## src/sv/priority_ready_queue_macros.svh

```systemverilog
// ----------------------------------------------------------------------------
// priority_ready_queue_macros
// Assertion macros used by the ready queue RTL.
// ----------------------------------------------------------------------------
`ifndef PRIORITY_READY_QUEUE_MACROS_SVH
`define PRIORITY_READY_QUEUE_MACROS_SVH

// Generic clocked assertion with an explicit disable condition.
`define PRQ_PROP(label, dis, prop, msg) \
    label: assert property (@(posedge aclk) disable iff (dis) prop) else $error(msg);

// Assertion that is off while the block is held in reset.
`define PRQ_ASSERT(label, prop, msg) \
    `PRQ_PROP(label, !aresetn, prop, msg)

`endif

```

## src/sv/prq_pkg.sv

```systemverilog
// ----------------------------------------------------------------------------
// prq_pkg
// Types, codes and helpers of the priority ready queue.
// ----------------------------------------------------------------------------
package prq_pkg;

    // Fixed field widths of the stream words.
    localparam int OPCODE_W = 2;
    localparam int TASK_FIELD_W = 6;
    localparam int PRIO_FIELD_W = 5;
    localparam int STATUS_W = 3;
    localparam int LEVELS_MAX = 32;
    localparam int IN_WORD_W = 16;
    localparam int OUT_WORD_W = 16;

    typedef enum logic [OPCODE_W-1:0] {
        OP_ENQUEUE = 2'd0,
        OP_POP     = 2'd1,
        OP_REMOVE  = 2'd2,
        OP_PEEK    = 2'd3
    } opcode_t;

    typedef enum logic [STATUS_W-1:0] {
        STAT_OK         = 3'd0,
        STAT_EMPTY      = 3'd1,
        STAT_ALREADY    = 3'd2,
        STAT_NOT_QUEUED = 3'd3,
        STAT_BAD_PRIO   = 3'd4
    } status_t;

    typedef enum logic [1:0] {
        ST_IDLE,
        ST_LOOKUP,
        ST_UNLINK
    } state_t;

    // Index of the lowest set bit, zero when no bit is set.
    function automatic logic [PRIO_FIELD_W-1:0] lowest_set(input logic [LEVELS_MAX-1:0] v);
        logic [PRIO_FIELD_W-1:0] r;
        r = '0;
        for (int i = LEVELS_MAX - 1; i >= 0; i--) begin
            if (v[i]) begin
                r = PRIO_FIELD_W'(i);
            end
        end
        return r;
    endfunction

endpackage

```

## src/sv/priority_ready_queue.sv

```systemverilog
// ----------------------------------------------------------------------------
// priority_ready_queue
// Scheduler ready queue: one FIFO per priority level over per-task links.
// ----------------------------------------------------------------------------
// The queue handles one command word at a time and answers each with exactly
// one result word. Enqueue, peek and every rejected command pass through the
// accept cycle, which also issues the level RAM read, and the lookup state
// that writes back and loads the result. Pop and remove add an unlink state,
// because the second link read depends on the first (the head for pop, the
// task's level for remove). A result waits in the output register, so a
// stalled master only holds the block when a second result is ready before
// the first has been taken. No clearing pass follows reset: head, tail and
// link entries are only used after they were written.
// ----------------------------------------------------------------------------
`include "priority_ready_queue_macros.svh"

module priority_ready_queue import prq_pkg::*; #(
    parameter int PRIORITY_LEVELS = 32,
    parameter int MAX_TASKS = 64
) (
    input  logic                  aclk,
    input  logic                  aresetn,
    // Command: opcode[1:0], task_id[7:2], priority_req[12:8], zero [15:13].
    input  logic                  s_tvalid,
    output logic                  s_tready,
    input  logic [IN_WORD_W-1:0]  s_tdata,
    // Result: status[2:0], result_task[8:3], task_valid[9],
    // best_level[14:10], all_empty[15].
    output logic                  m_tvalid,
    input  logic                  m_tready,
    output logic [OUT_WORD_W-1:0] m_tdata
);

    localparam int LVL_W = (PRIORITY_LEVELS > 1) ? $clog2(PRIORITY_LEVELS) : 1;
    localparam int TASK_W = $clog2(MAX_TASKS);
    localparam int LVL_ENT_W = 2 * TASK_W;
    localparam int PRV_ENT_W = TASK_W + LVL_W;

    // Control and bookkeeping registers.
    state_t                     state_reg, state_next;
    opcode_t                    op_reg, op_next;
    status_t                    status_reg, status_next;
    logic [TASK_W-1:0]          tid_reg, tid_next;
    logic [TASK_FIELD_W-1:0]    tid_field_reg, tid_field_next;
    logic [LVL_W-1:0]           prio_reg, prio_next;
    logic [LVL_W-1:0]           lv_reg, lv_next;
    logic [TASK_W-1:0]          head_reg, head_next;
    logic [TASK_W-1:0]          tail_reg, tail_next;
    logic [TASK_W-1:0]          link_nx_reg, link_nx_next;
    logic [TASK_W-1:0]          link_pv_reg, link_pv_next;
    logic [PRIORITY_LEVELS-1:0] bitmap_reg, bitmap_next;
    logic [MAX_TASKS-1:0]       queued_reg, queued_next;
    logic                       m_tvalid_reg;
    logic [OUT_WORD_W-1:0]      m_tdata_reg;

    // Incoming command fields.
    opcode_t                 in_op;
    logic [TASK_FIELD_W-1:0] in_tid;
    logic [PRIO_FIELD_W-1:0] in_prio;
    logic [TASK_W-1:0]       in_tid_idx;
    logic [LVL_W-1:0]        in_prio_idx;
    logic [LVL_W-1:0]        best_idx;
    logic                    in_accept;
    logic                    out_free;

    // RAM ports.
    logic                 lvl_we, lvl_re;
    logic [LVL_W-1:0]     lvl_waddr, lvl_raddr;
    logic [LVL_ENT_W-1:0] lvl_wdata, lvl_rdata;
    logic                 nxt_we, nxt_re;
    logic [TASK_W-1:0]    nxt_waddr, nxt_raddr;
    logic [TASK_W-1:0]    nxt_wdata, nxt_rdata;
    logic                 prv_we, prv_re;
    logic [TASK_W-1:0]    prv_waddr, prv_raddr;
    logic [PRV_ENT_W-1:0] prv_wdata, prv_rdata;

    // Unlink view of the victim task.
    logic [TASK_W-1:0] ul_head, ul_tail, ul_nx, ul_pv;
    logic              ul_is_head, ul_is_tail;

    // Result word.
    logic                    out_load;
    status_t                 res_status;
    logic [TASK_FIELD_W-1:0] res_task;
    logic                    res_valid;
    logic [PRIO_FIELD_W-1:0] res_best;
    logic                    res_empty;

    assign in_op       = opcode_t'(s_tdata[1:0]);
    assign in_tid      = s_tdata[7:2];
    assign in_prio     = s_tdata[12:8];
    assign in_tid_idx  = TASK_W'(32'(in_tid));
    assign in_prio_idx = LVL_W'(in_prio);
    assign best_idx    = LVL_W'(lowest_set(LEVELS_MAX'(bitmap_reg)));

    assign s_tready  = (state_reg == ST_IDLE);
    assign in_accept = s_tvalid && s_tready;
    assign out_free  = !m_tvalid_reg || m_tready;

    // Level RAM: {head, tail} per priority level.
    prq_ram #(.WIDTH(LVL_ENT_W), .DEPTH(PRIORITY_LEVELS)) u_lvl_ram (
        .aclk    (aclk),
        .wr_en   (lvl_we),
        .wr_addr (lvl_waddr),
        .wr_data (lvl_wdata),
        .rd_en   (lvl_re),
        .rd_addr (lvl_raddr),
        .rd_data (lvl_rdata)
    );

    // Next-link RAM: successor of each task within its level.
    prq_ram #(.WIDTH(TASK_W), .DEPTH(MAX_TASKS)) u_nxt_ram (
        .aclk    (aclk),
        .wr_en   (nxt_we),
        .wr_addr (nxt_waddr),
        .wr_data (nxt_wdata),
        .rd_en   (nxt_re),
        .rd_addr (nxt_raddr),
        .rd_data (nxt_rdata)
    );

    // Previous-link RAM: {predecessor, level} of each task.
    prq_ram #(.WIDTH(PRV_ENT_W), .DEPTH(MAX_TASKS)) u_prv_ram (
        .aclk    (aclk),
        .wr_en   (prv_we),
        .wr_addr (prv_waddr),
        .wr_data (prv_wdata),
        .rd_en   (prv_re),
        .rd_addr (prv_raddr),
        .rd_data (prv_rdata)
    );

    // Links of the task being unlinked. The next link of a tail and the previous
    // link of a head are never used; they follow from the level's head and tail.
    always_comb begin
        if (op_reg == OP_POP) begin
            ul_head = head_reg;
            ul_tail = tail_reg;
            ul_nx   = nxt_rdata;
        end else begin
            ul_head = lvl_rdata[LVL_ENT_W-1:TASK_W];
            ul_tail = lvl_rdata[TASK_W-1:0];
            ul_nx   = link_nx_reg;
        end
        ul_pv      = link_pv_reg;
        ul_is_head = (ul_head == tid_reg);
        ul_is_tail = (ul_tail == tid_reg);
    end

    // Sequencer: next state, RAM accesses and result.
    always_comb begin
        state_next     = state_reg;
        op_next        = op_reg;
        status_next    = status_reg;
        tid_next       = tid_reg;
        tid_field_next = tid_field_reg;
        prio_next      = prio_reg;
        lv_next        = lv_reg;
        head_next      = head_reg;
        tail_next      = tail_reg;
        link_nx_next   = link_nx_reg;
        link_pv_next   = link_pv_reg;
        bitmap_next    = bitmap_reg;
        queued_next    = queued_reg;

        lvl_re    = 1'b0;
        lvl_raddr = (in_op == OP_ENQUEUE) ? in_prio_idx : best_idx;
        nxt_re    = 1'b0;
        nxt_raddr = in_tid_idx;
        prv_re    = 1'b0;
        prv_raddr = in_tid_idx;
        lvl_we    = 1'b0;
        lvl_waddr = lv_reg;
        lvl_wdata = '0;
        nxt_we    = 1'b0;
        nxt_waddr = '0;
        nxt_wdata = '0;
        prv_we    = 1'b0;
        prv_waddr = '0;
        prv_wdata = '0;

        out_load   = 1'b0;
        res_status = status_reg;
        res_task   = '0;
        res_valid  = 1'b0;

        unique case (state_reg)
            ST_IDLE: begin
                // Accept a command, check it and start the first reads.
                if (in_accept) begin
                    lvl_re         = 1'b1;
                    nxt_re         = 1'b1;
                    prv_re         = 1'b1;
                    op_next        = in_op;
                    tid_next       = in_tid_idx;
                    tid_field_next = in_tid;
                    prio_next      = in_prio_idx;
                    lv_next        = best_idx;
                    state_next     = ST_LOOKUP;
                    unique case (in_op)
                        OP_ENQUEUE: begin
                            if (32'(in_tid) >= MAX_TASKS) begin
                                status_next = STAT_NOT_QUEUED;
                            end else if (queued_reg[in_tid_idx]) begin
                                status_next = STAT_ALREADY;
                            end else if (32'(in_prio) >= PRIORITY_LEVELS) begin
                                status_next = STAT_BAD_PRIO;
                            end else begin
                                status_next = STAT_OK;
                            end
                        end
                        OP_REMOVE: begin
                            if (32'(in_tid) >= MAX_TASKS || !queued_reg[in_tid_idx]) begin
                                status_next = STAT_NOT_QUEUED;
                            end else begin
                                status_next = STAT_OK;
                            end
                        end
                        OP_POP, OP_PEEK: begin
                            status_next = (bitmap_reg == '0) ? STAT_EMPTY : STAT_OK;
                        end
                        default: begin
                            status_next = STAT_OK;
                        end
                    endcase
                end
            end

            ST_LOOKUP: begin
                if (status_reg != STAT_OK) begin
                    // Rejected command: report it and change nothing.
                    if (out_free) begin
                        out_load   = 1'b1;
                        res_task   = (op_reg == OP_ENQUEUE || op_reg == OP_REMOVE)
                                   ? tid_field_reg : '0;
                        state_next = ST_IDLE;
                    end
                end else begin
                    unique case (op_reg)
                        OP_ENQUEUE: begin
                            // Append at the tail of the level.
                            if (out_free) begin
                                lvl_we    = 1'b1;
                                lvl_waddr = prio_reg;
                                lvl_wdata = bitmap_reg[prio_reg]
                                          ? {lvl_rdata[LVL_ENT_W-1:TASK_W], tid_reg}
                                          : {tid_reg, tid_reg};
                                prv_we    = 1'b1;
                                prv_waddr = tid_reg;
                                prv_wdata = {lvl_rdata[TASK_W-1:0], prio_reg};
                                nxt_we    = bitmap_reg[prio_reg];
                                nxt_waddr = lvl_rdata[TASK_W-1:0];
                                nxt_wdata = tid_reg;
                                queued_next[tid_reg] = 1'b1;
                                bitmap_next[prio_reg] = 1'b1;
                                out_load   = 1'b1;
                                res_task   = tid_field_reg;
                                res_valid  = 1'b1;
                                state_next = ST_IDLE;
                            end
                        end
                        OP_PEEK: begin
                            if (out_free) begin
                                out_load   = 1'b1;
                                res_task   = TASK_FIELD_W'(lvl_rdata[LVL_ENT_W-1:TASK_W]);
                                res_valid  = 1'b1;
                                state_next = ST_IDLE;
                            end
                        end
                        OP_POP: begin
                            // The head is the victim; fetch its next link.
                            tid_next   = lvl_rdata[LVL_ENT_W-1:TASK_W];
                            head_next  = lvl_rdata[LVL_ENT_W-1:TASK_W];
                            tail_next  = lvl_rdata[TASK_W-1:0];
                            nxt_re     = 1'b1;
                            nxt_raddr  = lvl_rdata[LVL_ENT_W-1:TASK_W];
                            state_next = ST_UNLINK;
                        end
                        OP_REMOVE: begin
                            // Keep the task's links and fetch its level entry.
                            link_nx_next = nxt_rdata;
                            link_pv_next = prv_rdata[PRV_ENT_W-1:LVL_W];
                            lv_next      = prv_rdata[LVL_W-1:0];
                            lvl_re       = 1'b1;
                            lvl_raddr    = prv_rdata[LVL_W-1:0];
                            state_next   = ST_UNLINK;
                        end
                        default: begin
                            state_next = ST_IDLE;
                        end
                    endcase
                end
            end

            ST_UNLINK: begin
                // Splice the victim out of its level and write back.
                if (out_free) begin
                    nxt_we    = !ul_is_head;
                    nxt_waddr = ul_pv;
                    nxt_wdata = ul_nx;
                    prv_we    = !ul_is_tail;
                    prv_waddr = ul_nx;
                    prv_wdata = {ul_pv, lv_reg};
                    lvl_we    = ul_is_head ^ ul_is_tail;
                    lvl_waddr = lv_reg;
                    lvl_wdata = {ul_is_head ? ul_nx : ul_head, ul_is_tail ? ul_pv : ul_tail};
                    queued_next[tid_reg] = 1'b0;
                    if (ul_is_head && ul_is_tail) begin
                        bitmap_next[lv_reg] = 1'b0;
                    end
                    out_load   = 1'b1;
                    res_task   = TASK_FIELD_W'(tid_reg);
                    res_valid  = 1'b1;
                    state_next = ST_IDLE;
                end
            end

            default: begin
                state_next = ST_IDLE;
            end
        endcase
    end

    // Summary of the levels after the command.
    assign res_best  = lowest_set(LEVELS_MAX'(bitmap_next));
    assign res_empty = (bitmap_next == '0);

    // State and bookkeeping registers.
    always_ff @(posedge aclk) begin
        if (!aresetn) begin
            state_reg    <= ST_IDLE;
            bitmap_reg   <= '0;
            queued_reg   <= '0;
            m_tvalid_reg <= 1'b0;
        end else begin
            state_reg  <= state_next;
            bitmap_reg <= bitmap_next;
            queued_reg <= queued_next;
            if (out_load) begin
                m_tvalid_reg <= 1'b1;
            end else if (m_tready) begin
                m_tvalid_reg <= 1'b0;
            end
        end
    end

    // Payload registers.
    always_ff @(posedge aclk) begin
        op_reg        <= op_next;
        status_reg    <= status_next;
        tid_reg       <= tid_next;
        tid_field_reg <= tid_field_next;
        prio_reg      <= prio_next;
        lv_reg        <= lv_next;
        head_reg      <= head_next;
        tail_reg      <= tail_next;
        link_nx_reg   <= link_nx_next;
        link_pv_reg   <= link_pv_next;
        if (out_load) begin
            m_tdata_reg <= {res_empty, res_best, res_valid, res_task, res_status};
        end
    end

    assign m_tvalid = m_tvalid_reg;
    assign m_tdata  = m_tdata_reg;

    // Checks on the sequencer and the queue bookkeeping.
    `PRQ_ASSERT(a_accept_busy, in_accept |=> (state_reg != ST_IDLE), "word not started")
    `PRQ_ASSERT(a_map_match, ((queued_reg == '0) == (bitmap_reg == '0)), "level map mismatch")
    `PRQ_ASSERT(a_load_free, out_load |-> (!m_tvalid_reg || m_tready), "pending word lost")
    `PRQ_ASSERT(a_unlink_op, (state_reg == ST_UNLINK) |-> (op_reg == OP_POP || op_reg == OP_REMOVE), "stray unlink")

endmodule

```

## src/sv/prq_ram.sv

```systemverilog
// ----------------------------------------------------------------------------
// prq_ram
// Simple dual-port RAM: one write port, one read port with registered data.
// ----------------------------------------------------------------------------
module prq_ram #(
    parameter int WIDTH = 8,
    parameter int DEPTH = 32
) (
    input  logic                                        aclk,
    input  logic                                        wr_en,
    input  logic [((DEPTH > 1) ? $clog2(DEPTH) : 1)-1:0] wr_addr,
    input  logic [WIDTH-1:0]                            wr_data,
    input  logic                                        rd_en,
    input  logic [((DEPTH > 1) ? $clog2(DEPTH) : 1)-1:0] rd_addr,
    output logic [WIDTH-1:0]                            rd_data
);

    logic [WIDTH-1:0] mem_reg [DEPTH];

    // Write port.
    always_ff @(posedge aclk) begin
        if (wr_en) begin
            mem_reg[wr_addr] <= wr_data;
        end
    end

    // Read port; the data holds until the next read.
    always_ff @(posedge aclk) begin
        if (rd_en) begin
            rd_data <= mem_reg[rd_addr];
        end
    end

endmodule
```

## config.mk

```make
export PLATFORM = sky130hd
export DESIGN_NAME = priority_ready_queue
export DESIGN_NICKNAME = d
export VERILOG_FILES = /design/src/sv/prq_pkg.sv /design/src/sv/priority_ready_queue.sv /design/src/sv/prq_ram.sv
export VERILOG_INCLUDE_DIRS = /design/src /design/src/sv
export SDC_FILE = /design/constraint.sdc
export NUM_CORES = 2
export LEC_CHECK = 0
export ABC_AREA = 1
export BUFFER_PORTS_ARGS = -buffer_cell sky130_fd_sc_hd__buf_2
export CAP_MARGIN = 30
export CORE_MARGIN = 10
export CORE_UTILIZATION = 31
export CTS_CLUSTER_SIZE = 24
export DETAILED_ROUTE_END_ITERATION = 6
export HOLD_SLACK_MARGIN = 0.12
export PLACE_DENSITY = 0.54
export SETUP_SLACK_MARGIN = 0.02
export SLEW_MARGIN = 20
export SYNTH_ARGS = -nofsm -noshare
export SYNTH_HDL_FRONTEND = slang
export SYNTH_HIERARCHICAL = 1
export SYNTH_SLANG_ARGS = --single-unit
export TNS_END_PERCENT = 10
```

## constraint.sdc

```tcl
create_clock -name aclk -period 8.3 [get_ports aclk]
set_input_delay 0.415 -clock aclk [delete_from_list [all_inputs] [get_ports aclk]]
set_output_delay 0.415 -clock aclk [all_outputs]
set_load 0.02 [all_outputs]
```

# Yosys cells after proc, flatten, opt, wreduce, memory -nomap -nowiden
# Memories as Yosys holds them, arrays and structs flattened. A register that Yosys moved wholly into a read port is not among the register bits.
# Index checks and enable logic that the tools add are counted.
# word_totals
reg_bits,166
mem_bits_rw,1472
input_bits,20
out_inout_bits,18
wordCells,265
memories,3
# mem_list
name,words,word_bits,rd,rd_clocked_by_memory_dff,write_ports,line_no,rtl
u_prv_ram.mem_reg,64,11,1,1,1,prq_ram.sv:18,logic [WIDTH-1:0] mem_reg [DEPTH];
u_lvl_ram.mem_reg,32,12,1,1,1,prq_ram.sv:18,
u_nxt_ram.mem_reg,64,6,1,1,1,prq_ram.sv:18,
# op_classes
order_cmp,7
n_eq_ne,17
mux,178
bitwise_logic,8
reduce_logical,32
# op_table
cell,n
2-to-1 mux 5 bit,59
2-to-1 mux 64 bit,4
2-to-1 mux 32 bit,5
2-to-1 mux 6 bit,24
case mux 64 bit (2 select lines),1
bitwise AND 64 bit,1
logical NOT 32 bit,2
inverter 64 bit,1
OR 64 bit,1
case mux 32 bit (2 select lines),1
2-to-1 mux 12 bit,5
case mux 6 bit (2 select lines),5
2-to-1 mux 11 bit,4
2-to-1 mux 1 bit,33
bitwise AND 32 bit,1
2-to-1 mux 4 bit,8
inverter 32 bit,1
OR 32 bit,1
case mux 12 bit (2 select lines),1
case mux 11 bit (2 select lines),1
OR reduction 16 bit,1
less-than comparator 6 x 7 -> 1 bit (second input constant),2
2-to-1 mux 2 bit,7
case mux 1 bit (2 select lines),7
other kinds (32),66

# Longest topological paths before layout
# logic_depth
word_depth,40
ltp_mapped,48
ltp_nobuf,46

# Cells and area by module
# Netlist, hierarchy kept.
# modules_own_cells
module,instances,cells_per_inst,area_per_inst_um2,seq_area_each_um2
prq_ram (u_prv_ram),1,2446,28935.3,21470.6
prq_ram (u_lvl_ram),1,1358,16019.1,11891.4
prq_ram (u_nxt_ram),1,1393,16002.8,11711.2
priority_ready_queue,1,1344,9520.4,3933.8

# Least setup slack after synthesis
# No wires, ideal clock.
# synth_timing
path_type,flip-flop to flip-flop
start,register state_reg[0]
end,memory u_prv_ram/mem_reg[50][0] (netlist name) (enable)
setup_time_ns,0.408
arrival_time_ns,5.360
required_time_ns,7.892
path_slack_ns,2.532
stages_incl_launch_ff,13
n_path_buf,2
synth_period_minus_slack_ns,5.768
path_cell_list,dfxtp_1 -> inv_1 -> ha_1 -> inv_1 -> clkbuf_1 -> clkbuf_1 -> nor2_1 -> inv_1 -> nor2_1 -> inv_1 -> a21oi_1 -> nand4_1 -> nor4_1
# synth_between
word_cells_on_any_way,6
classes_between,eq/ne: 2; mux: 4
# synth_rtl
element,line_no,rtl
"start, declared",priority_ready_queue.sv:40,"state_t state_reg, state_next;"
"start signal, assigned",priority_ready_queue.sv:336,state_reg <= state_next;
equality test 2 bit / equality test 2 x 1 -> 1 bit (equally long branches),n/a,
case mux 6 bit (2 select lines) (*),n/a,
net nxt_wdata[4],priority_ready_queue.sv:72,"logic [TASK_W-1:0] nxt_wdata, nxt_rdata;"
"end, declared",prq_ram.sv:18,
# Mark *: on every way through the listed nets, which the timed path passes. The rest lies on a longest branch.

# Worst setup path in the final report
# layout_timing
start,register op_reg[1]
end,"register m_tdata_reg[10], in the netlist m_tdata[10], data pin"
# layout_between
elab_chain_len,38
word_cells_on_any_way,43
classes_between,eq/ne: 3; mux: 38; reduce/logical: 2
# layout_lines
element,line_no,rtl
"start, declared",priority_ready_queue.sv:41,"opcode_t op_reg, op_next;"
"start signal, assigned",priority_ready_queue.sv:349,op_reg <= op_next;
equality test 2 x 1 -> 1 bit,priority_ready_queue.sv:136,if (op_reg == OP_POP) begin
2-to-1 mux 6 bit,priority_ready_queue.sv:136,
"equality test 6 bit, on equally long branches","priority_ready_queue.sv:146, priority_ready_queue.sv:147",
logical AND 1 bit,priority_ready_queue.sv:308,if (ul_is_head && ul_is_tail) begin
2-to-1 mux 32 bit,priority_ready_queue.sv:308,
2-to-1 mux 32 bit,priority_ready_queue.sv:297,if (out_free) begin
case mux 32 bit (2 select lines) (*),priority_ready_queue.sv:187,unique case (state_reg)
2-to-1 mux 5 bit (16 in series),prq_pkg.sv:42,if (v[i]) begin
2-to-1 mux 4 bit (8 in series),prq_pkg.sv:42,
2-to-1 mux 3 bit (4 in series),prq_pkg.sv:42,
2-to-1 mux 2 bit (2 in series),prq_pkg.sv:42,
2-to-1 mux 1 bit,prq_pkg.sv:42,
"end signal, assigned",priority_ready_queue.sv:360,"m_tdata_reg <= {res_empty, res_best, res_valid, res_task, res_status};"
"end, declared",priority_ready_queue.sv:54,logic [OUT_WORD_W-1:0] m_tdata_reg;
# Mark *: on every way between the ends. The rest lies on a longest branch, timed or not.
# A chain may end at the register's enable or synchronous reset.

==> metrics <==
met3 Use GR=2.42%; Worst path most repeated cell=nand2_1; Synth Area per Inst=10.8 sq um; Initial Utilization=31.2%; Worst Path Required=8.85 ns; Synth area leaders=edfxtp_1, nand2_1, nand3_1; CP endpoint kind=register; flops & latches, synth=1665; CTS tree=done; worst-margin pin slew=1.20 ns; CP peak stage delay=0.59 ns; Largest delay share family, worst path=simple AND/OR/NAND/NOR gates; clk_lat worst skew=0.82 ns; peak supply drop=0.175 mV; routing usage on met1=20.4%; Syn Inst Count=6541; antenna diode count=0; Final Cell Area=0.0801 sq mm; setup violators final=0; Netlist cell types=51; Post-DRT Antenna Nets=0; Worst Hold Class=in -> reg; Port-buffer cells=33; first-pass GRT wire length=283000 um; placed wire-length estimate=110000 um; share of cells above drive strength 1=7.96%; Max Fanout on Critical Path=16; CP max stage cell=ha_1; area grow syn2layout=13.7%; ys async rst share=0%; Die Height=497 um; # rows=174; initial antenna violation count=4; number of enable flip-flop cells after synthesis=1566; drc violations=0; Setup Fix Bufs, Post-CTS=0; die width=497 um; placed instance area=0.0742 sq mm; via/cell ratio=4.95; CTS Sinks=1665; First-pass DRT Iterations=7; static leakage=27.9 nW; main flop type after synthesis=edfxtp_1; area leader, netlist=edfxtp_1; Slew headroom=19.9%; GRT Util Overall=14.6%; post-DR wirelength/cell=19.5 um; Tcrit/Tclk final=70.7%; Num CTS Buffers=171; setup_tns=0 ns; Hold Fails Final Rpt=0; CTS root buffer=clkbuf_16; Max Transition Viols Final=0; Worst-path clk slew=0.07 ns; global routing's busiest layer=met2; fin crit period=5.87 ns; WS Path Type=reg -> reg; core area=0.226 sq mm; Routability Congestion=0.879; max cap viols=0; PostCTS Resize Cnt=0; Hold Slack=0.174 ns; nets@finish=6586; yosys warns=6; maximum clock rate=170 MHz; startpoint types=register; clock skew=0.0665 ns; filler cell count=22.3k; H-tree depth=4; CP arrival=6.42 ns; largest net degree at the start of global routing=193; Max Root-Sink Buffers=3; Buf/Inv on CP=2; GR met2 Demand/Resource=23.4%; boundary pin count=38; Detailed Route Iter0 Violations=4718; RSZ-0062 raised after global routing=no; routed vias=48.0k; PD cells=221 mW/mm^2; total power=17.7 mW; top cell types by occurrence after synthesis=nand2_1, edfxtp_1, nand3_1; Final Util=35.5%; Total Wirelength=189000 um; post-synthesis sequential area ratio=69.5%; vias in the first global route=44.9k; max reg flops=704; status=finished, final reports clean; Die Area=0.247 sq mm; gr ovfl total=0; most frequent cell after synthesis=nand2_1; syn_nets=6571; Yosys top cell area share=66.7%; Netlist Area Pre-Place=0.0705 sq mm
## worst paths after layout
check / from / endpoint / slack [ns] / cells past startpoint
worst min register to register: u_prv_ram/rd_data[8]$_DFFE_PP_ / link_pv_reg[3]$_DFFE_PP_ / 0.43 / 0
worst max register to register: op_reg[1]$_DFFE_PP_ / m_tdata[10]$_SDFFCE_PP0P_ / 2.43 / 39
worst min-delay path: s_tdata[6] / tid_field_reg[4]$_DFFE_PP_ / 0.17 / 2
worst max-delay path: op_reg[1]$_DFFE_PP_ / m_tdata[10]$_SDFFCE_PP0P_ / 2.43 / 39
## layout make-up
type / count / area [sq um] / area share, %
clock buffer: 216 / 4530 / 5.65
clock inverter: 96 / 897 / 1.12
multi-input combinational: 4326 / 19400 / 24.2
sequential: 1665 / 49000 / 61.2
tap: 2992 / 3740 / 4.67
timing repair buffer: 210 / 1830 / 2.28
inverter: 182 / 708 / 0.884
## kinds of logic after synthesis
kind of cell	Yosys count	synth area share (%)
adders and majority gates	10	0.178
buffers and inverters	550	3.55
DFF	1665	69.5
xor gates and xnor gates	11	0.137
other	1	0.00532
muxes	11	0.156
and+or+nand+nor	3857	23.1
AOI/OAI and AO/OA	436	3.36
## per-stage QoR
step | setup WS, ns | std cells
finish | 2.43 | 9687
detailed placement | 2.56 | 9328
CTS | 2.52 | 9651
global placement | 2.37 | 9294
floorplan | 2.53 | 6541
global route | 1.72 | 9687
## layer usage
| layer | vias up | routed length [um] |
|---|---|---|
| met5 | - | 51 |
| met4 | 8 | 4370 |
| met3 | 284 | 11700 |
| met2 | 1403 | 88000 |
| met1 | 23467 | 85000 |
| li1 | 22808 | - |
## worst reg2reg max path, delay by kind of cell, from the launching register on
family | cells | cell delay (ns)
flip-flops | 1 | 0.46
multiplexers | 1 | 0.25
adder cells (fa/ha/maj) | 2 | 0.84
AND/OR/NAND/NOR | 30 | 3.15
buffers and inverters | 2 | 0.32
AO/OA/AOI/OAI | 4 | 0.58
## layout by cell type, fill, tap and decap left out, drive strengths merged, types with 11 or more instances in the layout
cell type    netlist  layout
nand2           2177    2177
edfxtp          1566    1566
nand3           1253    1253
nor2             367     367
clkbuf           102     217
o21ai            214     214
buf              266     197
inv              176     179
a21oi            145     145
dfxtp             99      99
clkinv             6      88
nor3              34      34
a31oi             21      21
o22ai             16      16
nand4             15      15
dlygate4sd3        0      12
mux2i             11      11
xor2              11      11
o211ai            11      11
## power breakdown
part / switching, mW / total, mW / internal (mW)
sequential: 0.0389 / 9.14 / 9.10
clock: 3.28 / 7.45 / 4.17
combinational: 0.800 / 1.09 / 0.287
total: 4.12 / 17.7 / 13.6
## repair_timing
| action | 4_1_cts | 5_1_grt |
|---|---|---|
| hold endpoints to repair | 14 | 14 |
| hold buffers | 11 | 1 |
| setup endpoints to repair | 0 | 0 |
Power figures use the tool's default switching activity.
